$ cat config.mk
export PLATFORM = sky130hd
export DESIGN_NAME = escaped_frame_decoder
export DESIGN_NICKNAME = d
export VERILOG_FILES = /design/src/design/efd_pkg.sv /design/src/design/efd_ctrl.sv /design/src/design/efd_datapath.sv /design/src/design/escaped_frame_decoder.sv
export SDC_FILE = /design/constraint.sdc
export NUM_CORES = 1
export LEC_CHECK = 0
export BUFFER_PORTS_ARGS = -buffer_cell sky130_fd_sc_hd__clkbuf_2
export CAP_MARGIN = 20
export CORE_UTILIZATION = 35
export DETAILED_ROUTE_END_ITERATION = 16
export GPL_ROUTABILITY_DRIVEN = 0
export HOLD_SLACK_MARGIN = 0.08
export MAX_ROUTING_LAYER = met4
export PLACE_DENSITY = 0.58
export SLEW_MARGIN = 5
export SYNTH_ARGS = -nofsm -noshare
export SYNTH_HDL_FRONTEND = slang
export SYNTH_SLANG_ARGS = --single-unit
$ cat constraint.sdc
create_clock -name clk -period 4.38 [get_ports clk]
set_input_delay 0.438 -clock clk [delete_from_list [all_inputs] [get_ports clk]]
set_output_delay 0.438 -clock clk [all_outputs]
set_load 0.02 [all_outputs]
$ cat src/design/efd_pkg.sv
// ----------------------------------------------------------------------------
// efd_pkg: shared types and constants for the escaped frame decoder
// Holds the packet store geometry, field widths, register indexes, the
// controller state type and the command/status bundles between the
// controller and the datapath.
// ----------------------------------------------------------------------------
`default_nettype none

package efd_pkg;

    // Packet store geometry
    localparam int STORE_DEPTH = 64;
    localparam int ADDR_W      = (STORE_DEPTH > 1) ? $clog2(STORE_DEPTH) : 1;

    // Field widths
    localparam int BYTE_W = 8;
    localparam int LEN_W  = 7;
    localparam int CIDX_W = 2;

    // Configuration register indexes
    typedef enum logic [CIDX_W-1:0] {
        CFG_START_BYTE  = 2'd0,
        CFG_STOP_BYTE   = 2'd1,
        CFG_ESCAPE_BYTE = 2'd2,
        CFG_MAX_LEN     = 2'd3
    } cfg_index_t;

    // Controller states: three parse modes plus packet delivery
    typedef enum logic [1:0] {
        ST_WAIT  = 2'd0,
        ST_DATA  = 2'd1,
        ST_ESC   = 2'd2,
        ST_DRAIN = 2'd3
    } ctrl_state_t;

    // Commands from controller to datapath
    typedef struct packed {
        logic accept;      // input transaction taken this cycle
        logic store;       // write in_byte at fill count, advance fill count
        logic fill_clear;  // drop stored payload
        logic drain_load;  // latch packet length, reset read index
        logic issue;       // read next packet entry into the delivery stage
    } efd_cmd_t;

    // Status from datapath to controller
    typedef struct packed {
        logic is_start;    // in_byte matches start byte
        logic is_stop;     // in_byte matches stop byte
        logic is_escape;   // in_byte matches escape byte
        logic at_limit;    // fill count has reached the length limit
        logic slot_free;   // delivery stage can take a new entry
        logic issue_last;  // next issued entry closes the packet
    } efd_sts_t;

endpackage

`default_nettype wire

$ cat src/design/efd_ctrl.sv
// ----------------------------------------------------------------------------
// efd_ctrl: frame parser and delivery controller
// Tracks the parse mode (wait, data, escaped) and the delivery phase, and
// issues store, clear and read commands to the datapath.
// ----------------------------------------------------------------------------
`default_nettype none

module efd_ctrl (
    input  wire logic              clk,
    input  wire logic              rst_n,
    input  wire logic              in_valid,
    output logic                   in_stall,
    input  wire efd_pkg::efd_sts_t sts,
    output efd_pkg::efd_cmd_t      cmd
);

    efd_pkg::ctrl_state_t state_reg;
    efd_pkg::ctrl_state_t state_next;
    logic                 accept;

    // Hold input off while a packet is read out of the store
    assign in_stall = (state_reg == efd_pkg::ST_DRAIN);
    assign accept   = in_valid && !in_stall;

    // State register
    always_ff @(posedge clk or negedge rst_n)
    begin
        if (!rst_n)
        begin
            state_reg <= efd_pkg::ST_WAIT;
        end
        else
        begin
            state_reg <= state_next;
        end
    end

    // Next state
    always_comb
    begin
        state_next = state_reg;
        case (state_reg)
            efd_pkg::ST_WAIT:
            begin
                if (accept && sts.is_start)
                begin
                    state_next = efd_pkg::ST_DATA;
                end
            end
            efd_pkg::ST_DATA:
            begin
                if (accept)
                begin
                    if (sts.is_stop)
                    begin
                        state_next = efd_pkg::ST_DRAIN;
                    end
                    else if (sts.is_escape)
                    begin
                        state_next = efd_pkg::ST_ESC;
                    end
                    else if (sts.is_start)
                    begin
                        state_next = efd_pkg::ST_DATA;
                    end
                    else if (sts.at_limit)
                    begin
                        state_next = efd_pkg::ST_WAIT;
                    end
                end
            end
            efd_pkg::ST_ESC:
            begin
                if (accept)
                begin
                    state_next = sts.at_limit ? efd_pkg::ST_WAIT : efd_pkg::ST_DATA;
                end
            end
            efd_pkg::ST_DRAIN:
            begin
                if (sts.slot_free && sts.issue_last)
                begin
                    state_next = efd_pkg::ST_WAIT;
                end
            end
            default:
            begin
                state_next = efd_pkg::ST_WAIT;
            end
        endcase
    end

    // Command outputs
    always_comb
    begin
        cmd            = '0;
        cmd.accept     = accept;
        case (state_reg)
            efd_pkg::ST_WAIT:
            begin
                cmd.accept = accept;
            end
            efd_pkg::ST_DATA:
            begin
                if (accept)
                begin
                    if (sts.is_stop)
                    begin
                        cmd.drain_load = 1'b1;
                        cmd.fill_clear = 1'b1;
                    end
                    else if (sts.is_escape)
                    begin
                        cmd.accept = 1'b1;
                    end
                    else if (sts.is_start || sts.at_limit)
                    begin
                        cmd.fill_clear = 1'b1;
                    end
                    else
                    begin
                        cmd.store = 1'b1;
                    end
                end
            end
            efd_pkg::ST_ESC:
            begin
                if (accept)
                begin
                    cmd.fill_clear = sts.at_limit;
                    cmd.store      = !sts.at_limit;
                end
            end
            efd_pkg::ST_DRAIN:
            begin
                cmd.issue = sts.slot_free;
            end
            default:
            begin
                cmd = '0;
            end
        endcase
    end

    // Checks
    a_drain_stalls: assert property (@(posedge clk) disable iff (!rst_n)
        (state_reg == efd_pkg::ST_DRAIN) |-> !cmd.accept && !cmd.store)
        else $error("input taken during delivery");

    a_stop_enters_drain: assert property (@(posedge clk) disable iff (!rst_n)
        cmd.drain_load |=> (state_reg == efd_pkg::ST_DRAIN))
        else $error("delivery not started after stop byte");

    a_store_exclusive: assert property (@(posedge clk) disable iff (!rst_n)
        cmd.store |-> !cmd.fill_clear && !cmd.issue)
        else $error("store issued with clear or read");

endmodule

`default_nettype wire

$ cat src/design/efd_datapath.sv
// ----------------------------------------------------------------------------
// efd_datapath: configuration, packet store and delivery pipeline
// Holds the configuration registers, the fill count, the packet store
// memory and a two-register delivery path (store read stage, output stage).
// ----------------------------------------------------------------------------
`default_nettype none

module efd_datapath (
    input  wire logic                                clk,
    input  wire logic                                rst_n,
    input  wire logic                                cfg_we,
    input  wire logic [efd_pkg::CIDX_W-1:0]          cfg_index,
    input  wire logic [efd_pkg::BYTE_W-1:0]          cfg_data,
    input  wire logic [efd_pkg::BYTE_W-1:0]          in_byte,
    input  wire efd_pkg::efd_cmd_t                   cmd,
    output efd_pkg::efd_sts_t                        sts,
    output logic                                     out_valid,
    input  wire logic                                out_stall,
    output logic [efd_pkg::BYTE_W-1:0]               out_byte,
    output logic [efd_pkg::LEN_W-1:0]                packet_len,
    output logic                                     empty_packet,
    output logic                                     last_of_packet
);

    // Configuration registers
    logic [efd_pkg::BYTE_W-1:0] start_byte_reg;
    logic [efd_pkg::BYTE_W-1:0] stop_byte_reg;
    logic [efd_pkg::BYTE_W-1:0] escape_byte_reg;
    logic [efd_pkg::LEN_W-1:0]  max_len_reg;

    // Frame state
    logic [efd_pkg::LEN_W-1:0]  fill_count_reg;
    logic [efd_pkg::LEN_W-1:0]  fill_count_next;
    logic [efd_pkg::LEN_W-1:0]  limit;

    // Delivery control
    logic [efd_pkg::LEN_W-1:0]  len_reg;
    logic [efd_pkg::ADDR_W-1:0] rd_idx_reg;
    logic [efd_pkg::LEN_W-1:0]  rd_idx_inc;

    // Store read stage
    logic [efd_pkg::BYTE_W-1:0] mem [efd_pkg::STORE_DEPTH];
    logic [efd_pkg::BYTE_W-1:0] rd_data_reg;
    logic                       s1_valid_reg;
    logic                       s1_last_reg;
    logic                       s1_empty_reg;
    logic [efd_pkg::LEN_W-1:0]  s1_len_reg;

    // Output stage
    logic                       out_valid_reg;
    logic [efd_pkg::BYTE_W-1:0] out_byte_reg;
    logic [efd_pkg::LEN_W-1:0]  out_len_reg;
    logic                       out_empty_reg;
    logic                       out_last_reg;
    logic                       out_load;

    // Write configuration registers
    always_ff @(posedge clk or negedge rst_n)
    begin
        if (!rst_n)
        begin
            start_byte_reg  <= efd_pkg::BYTE_W'(1);
            stop_byte_reg   <= efd_pkg::BYTE_W'(4);
            escape_byte_reg <= efd_pkg::BYTE_W'(27);
            max_len_reg     <= efd_pkg::LEN_W'(64);
        end
        else if (cfg_we)
        begin
            case (efd_pkg::cfg_index_t'(cfg_index))
                efd_pkg::CFG_START_BYTE:  start_byte_reg  <= cfg_data;
                efd_pkg::CFG_STOP_BYTE:   stop_byte_reg   <= cfg_data;
                efd_pkg::CFG_ESCAPE_BYTE: escape_byte_reg <= cfg_data;
                efd_pkg::CFG_MAX_LEN:     max_len_reg     <= cfg_data[efd_pkg::LEN_W-1:0];
                default:                  start_byte_reg  <= start_byte_reg;
            endcase
        end
    end

    // Saturate the length limit at the store depth
    assign limit = (max_len_reg > efd_pkg::LEN_W'(efd_pkg::STORE_DEPTH))
                   ? efd_pkg::LEN_W'(efd_pkg::STORE_DEPTH) : max_len_reg;

    // Compare the incoming byte and report delivery progress
    assign rd_idx_inc = efd_pkg::LEN_W'(rd_idx_reg) + efd_pkg::LEN_W'(1);
    assign out_load   = s1_valid_reg && (!out_valid_reg || !out_stall);

    always_comb
    begin
        sts            = '0;
        sts.is_start   = (in_byte == start_byte_reg);
        sts.is_stop    = (in_byte == stop_byte_reg);
        sts.is_escape  = (in_byte == escape_byte_reg);
        sts.at_limit   = (fill_count_reg >= limit);
        sts.slot_free  = !s1_valid_reg || out_load;
        sts.issue_last = (len_reg == '0) || (rd_idx_inc == len_reg);
    end

    // Advance or clear the fill count
    always_comb
    begin
        fill_count_next = fill_count_reg;
        if (cmd.fill_clear)
        begin
            fill_count_next = '0;
        end
        else if (cmd.store)
        begin
            fill_count_next = fill_count_reg + efd_pkg::LEN_W'(1);
        end
    end

    always_ff @(posedge clk or negedge rst_n)
    begin
        if (!rst_n)
        begin
            fill_count_reg <= '0;
        end
        else
        begin
            fill_count_reg <= fill_count_next;
        end
    end

    // Latch packet length and step the read index
    always_ff @(posedge clk or negedge rst_n)
    begin
        if (!rst_n)
        begin
            len_reg    <= '0;
            rd_idx_reg <= '0;
        end
        else if (cmd.drain_load)
        begin
            len_reg    <= fill_count_reg;
            rd_idx_reg <= '0;
        end
        else if (cmd.issue)
        begin
            rd_idx_reg <= rd_idx_reg + efd_pkg::ADDR_W'(1);
        end
    end

    // Packet store: one write port, one registered read port
    always_ff @(posedge clk)
    begin
        if (cmd.store)
        begin
            mem[fill_count_reg[efd_pkg::ADDR_W-1:0]] <= in_byte;
        end
        if (cmd.issue)
        begin
            rd_data_reg <= mem[rd_idx_reg];
        end
    end

    // Store read stage control
    always_ff @(posedge clk or negedge rst_n)
    begin
        if (!rst_n)
        begin
            s1_valid_reg <= 1'b0;
        end
        else if (cmd.issue)
        begin
            s1_valid_reg <= 1'b1;
        end
        else if (out_load)
        begin
            s1_valid_reg <= 1'b0;
        end
    end

    // Store read stage tags
    always_ff @(posedge clk)
    begin
        if (cmd.issue)
        begin
            s1_last_reg  <= sts.issue_last;
            s1_empty_reg <= (len_reg == '0);
            s1_len_reg   <= len_reg;
        end
    end

    // Output stage: load from the read stage, drop when taken
    always_ff @(posedge clk or negedge rst_n)
    begin
        if (!rst_n)
        begin
            out_valid_reg <= 1'b0;
        end
        else if (out_load)
        begin
            out_valid_reg <= 1'b1;
        end
        else if (!out_stall)
        begin
            out_valid_reg <= 1'b0;
        end
    end

    always_ff @(posedge clk)
    begin
        if (out_load)
        begin
            out_byte_reg  <= s1_empty_reg ? '0 : rd_data_reg;
            out_len_reg   <= s1_len_reg;
            out_empty_reg <= s1_empty_reg;
            out_last_reg  <= s1_last_reg;
        end
    end

    assign out_valid      = out_valid_reg;
    assign out_byte       = out_byte_reg;
    assign packet_len     = out_len_reg;
    assign empty_packet   = out_empty_reg;
    assign last_of_packet = out_last_reg;

    // Checks
    a_fill_bounded: assert property (@(posedge clk) disable iff (!rst_n)
        fill_count_reg <= efd_pkg::LEN_W'(efd_pkg::STORE_DEPTH))
        else $error("fill count beyond store depth");

    a_store_below_limit: assert property (@(posedge clk) disable iff (!rst_n)
        cmd.store |-> (fill_count_reg < limit))
        else $error("store at or past length limit");

    a_issue_has_slot: assert property (@(posedge clk) disable iff (!rst_n)
        cmd.issue |-> (!s1_valid_reg || out_load))
        else $error("read issued into an occupied stage");

    a_issue_fills_stage: assert property (@(posedge clk) disable iff (!rst_n)
        cmd.issue |=> s1_valid_reg)
        else $error("issued read lost");

endmodule

`default_nettype wire

$ cat src/design/escaped_frame_decoder.sv
// ----------------------------------------------------------------------------
// escaped_frame_decoder: start/stop/escape framed packet decoder
// Recovers byte-stuffed packets from a received byte stream and delivers
// each completed packet as a run of bytes with a last marker.
// ----------------------------------------------------------------------------
// One received byte is taken per cycle while the block parses a frame. A
// stop byte that closes a packet holds in_stall high while the packet is
// read out of the store through its single read port, one entry per cycle
// when the output side does not stall; an empty packet gives one marker
// result. Results pass through a store read register and an output
// register, and input resumes while the last results are still waiting on
// the output.
`default_nettype none

module escaped_frame_decoder (
    input  wire logic                       clk,
    input  wire logic                       rst_n,
    input  wire logic                       cfg_we,
    input  wire logic [efd_pkg::CIDX_W-1:0] cfg_index,
    input  wire logic [efd_pkg::BYTE_W-1:0] cfg_data,
    input  wire logic                       in_valid,
    output logic                            in_stall,
    input  wire logic [efd_pkg::BYTE_W-1:0] in_byte,
    output logic                            out_valid,
    input  wire logic                       out_stall,
    output logic [efd_pkg::BYTE_W-1:0]      out_byte,
    output logic [efd_pkg::LEN_W-1:0]       packet_len,
    output logic                            empty_packet,
    output logic                            last_of_packet
);

    efd_pkg::efd_cmd_t cmd;
    efd_pkg::efd_sts_t sts;

    // Parser and delivery control
    efd_ctrl u_ctrl (
        .clk      (clk),
        .rst_n    (rst_n),
        .in_valid (in_valid),
        .in_stall (in_stall),
        .sts      (sts),
        .cmd      (cmd)
    );

    // Configuration, packet store and output path
    efd_datapath u_datapath (
        .clk            (clk),
        .rst_n          (rst_n),
        .cfg_we         (cfg_we),
        .cfg_index      (cfg_index),
        .cfg_data       (cfg_data),
        .in_byte        (in_byte),
        .cmd            (cmd),
        .sts            (sts),
        .out_valid      (out_valid),
        .out_stall      (out_stall),
        .out_byte       (out_byte),
        .packet_len     (packet_len),
        .empty_packet   (empty_packet),
        .last_of_packet (last_of_packet)
    );

endmodule

`default_nettype wire

* After elaboration in Yosys (flattened, before gate mapping)
Memory sizes are Yosys's and may differ from the RTL's. A register that Yosys moved wholly into a read port is not among the register bits.
Cells that the tools add are included.
** Word-level totals
- Flip-flop bits (word level) :: 81
- Memory bits (writable) :: 512
- Input bits :: 23
- Output and inout port bits :: 19
- Logic and storage cells :: 95
- Memories kept :: 1
** Memories
- u_datapath.mem :: words 64, width 8, rd ports 1, clocked after memory_dff 1, write ports 1, RTL line efd_datapath.sv:42 : logic [efd_pkg::BYTE_W-1:0] mem [efd_pkg::STORE_DEPTH];
** Operators by class
- Add/subtract/negate cells :: 3
- $lt $le $gt $ge :: 2
- Eq/ne operators :: 16
- Multiplexer cells :: 32
- Reductions and logical operators :: 24
** Operator list (number)
- $eq 8x8->1 :: 3
- $mux 7 :: 3
- $mux 2 :: 10
- $mux 1 :: 14
- $mux 6 :: 2
- $eq 2x2->1 const B :: 4
- $ne 2x1->1 const B :: 4
- $pmux 2 s4 :: 1
- $reduce_and 2->1 :: 4
- $add 6x1->7 const B :: 1
- $add 7x1->7 const B :: 1
- $eq 7x7->1 :: 1
- $ge 7x7->1 :: 1
- $gt 7x7->1 const B :: 1
- $logic_not 7->1 :: 1
- $add 6x1->6 const B :: 1
- $reduce_bool 2->1 :: 3
- $logic_not 1->1 :: 5
- $ne 5x3->1 const B :: 1
- $reduce_and 5->1 :: 1
- $eq 2x1->1 const B :: 2
- $logic_and 1x1->1 :: 4
- $logic_not 2->1 :: 2
- $logic_or 1x1->1 :: 4
- other kinds (3) :: 3

* Longest topological paths before layout
- Depth after elaboration :: 11
- Gate-level depth with buffers :: 10
- Depth with buffers taken out :: 9

* Cells and area by module
Synthesis repeated with hierarchy kept, for this count alone.
** Unflattened totals
- Cells, all modules :: 1309
- Area, all modules :: 24289.5 um^2
** By module, submodules not included
- efd_datapath :: instances 1, cells an instance 1276, area each 24000.5 um^2, seq. area each 17730.8 um^2
- efd_ctrl :: instances 1, cells an instance 33, area each 289.0 um^2, seq. area each 50.0 um^2

* Worst setup path after synthesis
No wires, ideal clock.
- Path type :: reg2reg
- Start point :: register u_datapath.max_len_reg[6] in the netlist's numbering
- End point :: memory u_datapath.mem[30][0] in the netlist's numbering, enable pin
- Arrival time :: 2.734 ns
- Required time :: 4.010 ns
- Path slack :: 1.276 ns
- Cell stages (with the launch flop) :: 11
- Cells stage by stage :: dfstp_2 -> inv_1 -> nand2_1 -> ha_1 -> a21o_1 -> a21o_1 -> a21o_1 -> a211o_1 -> or4_1 -> buf_2 -> nor2_1
** On the way
- Longest elaborated chain between the ends :: 11
- Elaborated cells on any way between the ends :: 13
** Ends and longest elaborated chain
- start, declared :: RTL line efd_datapath.sv:29 : logic [efd_pkg::LEN_W-1:0] max_len_reg;
- start signal, assigned :: RTL line efd_datapath.sv:65 : max_len_reg <= efd_pkg::LEN_W'(64);
- start signal, assigned :: RTL line efd_datapath.sv:73 : efd_pkg::CFG_MAX_LEN: max_len_reg <= cfg_data[efd_pkg::LEN_W-1:0];
- $gt 7x7->1 :: RTL line efd_datapath.sv:80 : assign limit = (max_len_reg > efd_pkg::LEN_W'(efd_pkg::STORE_DEPTH))
- $mux 7 * :: RTL line efd_datapath.sv:81 : ? efd_pkg::LEN_W'(efd_pkg::STORE_DEPTH) : max_len_reg;
- $ge 7x7->1 * :: RTL line efd_datapath.sv:93 : sts.at_limit = (fill_count_reg >= limit);
- $logic_or 1x1->1 :: RTL line efd_ctrl.sv:116 : else if (sts.is_start || sts.at_limit)
- $mux 1 :: RTL line efd_ctrl.sv:116
- $mux 2 :: RTL line efd_ctrl.sv:112 : else if (sts.is_escape)
- $mux 1 :: RTL line efd_ctrl.sv:107 : if (sts.is_stop)
- $mux 3 :: RTL line efd_ctrl.sv:105 : if (accept)
- $pmux 2 s2 * :: RTL line efd_ctrl.sv:98 : case (state_reg)
- $mux 1 * :: RTL line efd_datapath.sv:146 : if (cmd.store)
- $mux 1 (implied by the code) * :: RTL line efd_datapath.sv:148 : mem[fill_count_reg[efd_pkg::ADDR_W-1:0]] <= in_byte;
- end, declared :: RTL line efd_datapath.sv:42
Every way passes the cells marked *; elsewhere a longest branch is shown, timed or not.

* Final worst setup path
- Start point :: register u_datapath.max_len_reg[6] in the netlist's numbering
- End point :: memory u_datapath.mem[6][3] in the netlist's numbering, enable pin
The elaborated chain is that of the path after synthesis.

==> impl_metrics.toml <==
[run_status]
status = "completed"

[sta]
period_share = 0.854
slew_headroom = 0.324
fmax_mhz = 267
tightest_slew_ps = 1010
setup_viol = 0
hold_viol = 0
setup_ws_ps = 639
fin_crit_ps = 3740
slew_violations = 0
fin_tns_setup_ps = 0
rsz0062_at_grt = "no"
finClkSkew_ps = 28.5

[worst_setup_path]
worstPathMaxFanout = 8
critPathLaunchType = "register"
crit_type = "reg -> reg"
crit_arrival_ps = 3980
endpoint_kind = "register"
ff2ff_setup_slack_ps = 640
worstPathRequired_ps = 4620

[cts]
clock_path_buffers = 3
clk_latency_ps = 630
cts-root-buf = "clkbuf_16"
h-tree-depth = 2
cts_tree = "done"
postCtsSetupBuffers = 0
cts_buffers = 60
clock-sinks = 601
path_clk_slew_ps = 60

[synthesis]
synth.largest_area_cell = "edfxtp_1"
synthTopCellsByArea = "edfxtp_1, mux4_2, dfrtp_1, mux2_2, nor2_1"
syn_area_sq_um = 24000
yosysUniqueCellTypes = 52
yosys_most_used_dff = "edfxtp_1"
synth_top_area_frac = 0.683
synth_fp_nets = 1228
ys_seq_area_frac = 0.741
synth_seq_cells = 601
syn_inst = 1192
yosys_warnings = 0
synth.most_common_cell = "edfxtp_1"
synthArstFlopShare = 0.0915
synth_common_cells = "edfxtp_1, mux4_2, nor2_1"
syn_area_per_cell_sq_um = 20.1
synth_edf_count = 546

[routing]
wl_met3_mm = 2.70
routed.top_layer = "met4"
wl_per_cell_microns = 25.2
ant_nets = 0
drtPass1Iterations = 5
vias_per_cell = 5.33
drt_iter0_drc = 1071
route.met2.wl_mm = 26.7
wl_met1_mm = 25.5
drt-total-wl_mm = 55.7
drc_errors = 0
vias = 11800

[layout]
area_delta_synth_final_pct = 14.0
nets = 1320
largest_reg_flops = 512
utilization = 0.405
fill_cells = 5993
drive_above_1_share = 0.283
antennaDiodeCount = 0

[grt]
grt_pass1_vias = 12000
grt_pass1_wl_mm = 82.7
grtUsageTotal = 0.166
antenna_found_initial = 0
grt_start_max_net_pins = 65
grt-ovfl-total = 0

[die]
dieHeight_microns = 264
core_area_sq_um = 67500
die_x_microns = 264
start_util = 0.356
ios = 42
die-area_sq_um = 69600
placementRows = 95

[pwr]
p_per_area_nw_per_um2 = 534
vdd_drop_max_mv = 0.371
leakage_nw = 8.70

[placement]
dp_slack_ps = 621
dpl.hpwl_mm = 35.4
port_buffers = 41

[job]
maxCapViolations = 0

[worst_hold_path]
holdCritPathClass = "in -> reg"
==> area by class of cell <==
| class | count | area (sq um) | area share |
|---|---|---|---|
| Multi-Input combinational cell | 528 | 5950 | 0.217 |
| Timing Repair Buffer | 82 | 558 | 0.0204 |
| Tap cell | 873 | 1090 | 0.0399 |
| Inverter | 11 | 41.3 | 0.00151 |
| Clock buffer | 77 | 1630 | 0.0595 |
| Clock inverter | 35 | 313 | 0.0114 |
| Sequential cell | 601 | 17800 | 0.650 |
==> what timing repair did <==
| item | CTS | global route |
|---|---|---|
| gates resized for setup | 0 | 0 |
| endpoints found under the hold margin | 23 | 0 |
| hold buffers | 3 | 0 |
==> cell families (layout without fill, tap and decap cells) <==
kind of cell / after synthesis / in the layout / share of synthesized area
flops: 601 / 601 / 0.741
xor+xnor: 37 / 37 / 0.0135
mux: 216 / 216 / 0.168
fa+ha+maj: 13 / 13 / 0.00678
compound gates: 84 / 84 / 0.0252
simple gates: 178 / 178 / 0.0345
buf+inv: 63 / 205 / 0.0118
==> power by group <==
group | switching [mW] | total (mW) | internal (mW)
combinational | 1.47 | 2.86 | 1.39
sequential | 0.242 | 6.66 | 6.42
clock | 2.17 | 5.08 | 2.91
==> path summary, 6_finish.rpt <==
check,to,depth (start not counted),start
setup / recovery,u_datapath.mem[6][3],9,u_datapath.max_len_reg[6]
hold / removal,u_datapath.escape_byte_reg[7],2,cfg_data[7]
setup reg to reg,u_datapath.mem[6][3],9,u_datapath.max_len_reg[6]
hold reg to reg,u_datapath.packet_len[5],0,u_datapath.s1_len_reg[5]
max in group asynchronous,u_datapath.rd_idx_reg[1],3,rst_n
min in group asynchronous,u_datapath.start_byte_reg[3],2,rst_n
==> cells in the final DEF, fill, tap and decap left out, types with 7 or more instances in the layout <==
| cell | n |
|---|---|
| a21o_1 | 7 |
| a21oi_1 | 13 |
| a221oi_1 | 8 |
| a22oi_1 | 14 |
| buf_4 | 35 |
| clkbuf_1 | 13 |
| clkbuf_16 | 62 |
| clkbuf_2 | 41 |
| clkinv_1 | 8 |
| clkinv_2 | 17 |
| dfrtp_1 | 45 |
| dfstp_2 | 7 |
| edfxtp_1 | 546 |
| ha_1 | 13 |
| inv_1 | 11 |
| mux2_2 | 46 |
| mux2i_1 | 25 |
| mux4_2 | 144 |
| nand2_1 | 32 |
| nand3_1 | 16 |
| nand4_1 | 11 |
| nor2_1 | 81 |
| nor2b_1 | 13 |
| o21ai_0 | 14 |
| o21ai_1 | 8 |
| xnor2_1 | 23 |
| xor2_1 | 14 |
==> worst max-delay path, stage by stage (launching register included) <==
cell and delay, ps:
dfstp_2 540, inv_1 90, nand2_1 100, ha_1 240, a21o_1 190, a21o_1 170
a21o_1 210, a211o_1 320, or4_1 820, nor2_1 680
==> per-stage QoR <==
stage | instances | hold slack (ps) | total power, mW | area [sq um]
floorplan | 1192 | 142 | 8.77 | 24000
global placement | 2092 | 406 | 9.65 | 25400
detailed placement | 2092 | 405 | 9.68 | 25400
CTS | 2207 | 86.0 | 14.7 | 27400
global route | 2207 | 111 | 15.1 | 27400
finish | 2207 | 113 | 14.6 | 27400
==> per-layer routing <==
metal / up-vias / global-route usage
met3: 66 / 0.0247
li1: 5054 / -
met5: - / -
met4: 0 / 0.0371
met2: 347 / 0.258
met1: 6286 / 0.233
Power figures use the tool's default switching activity.
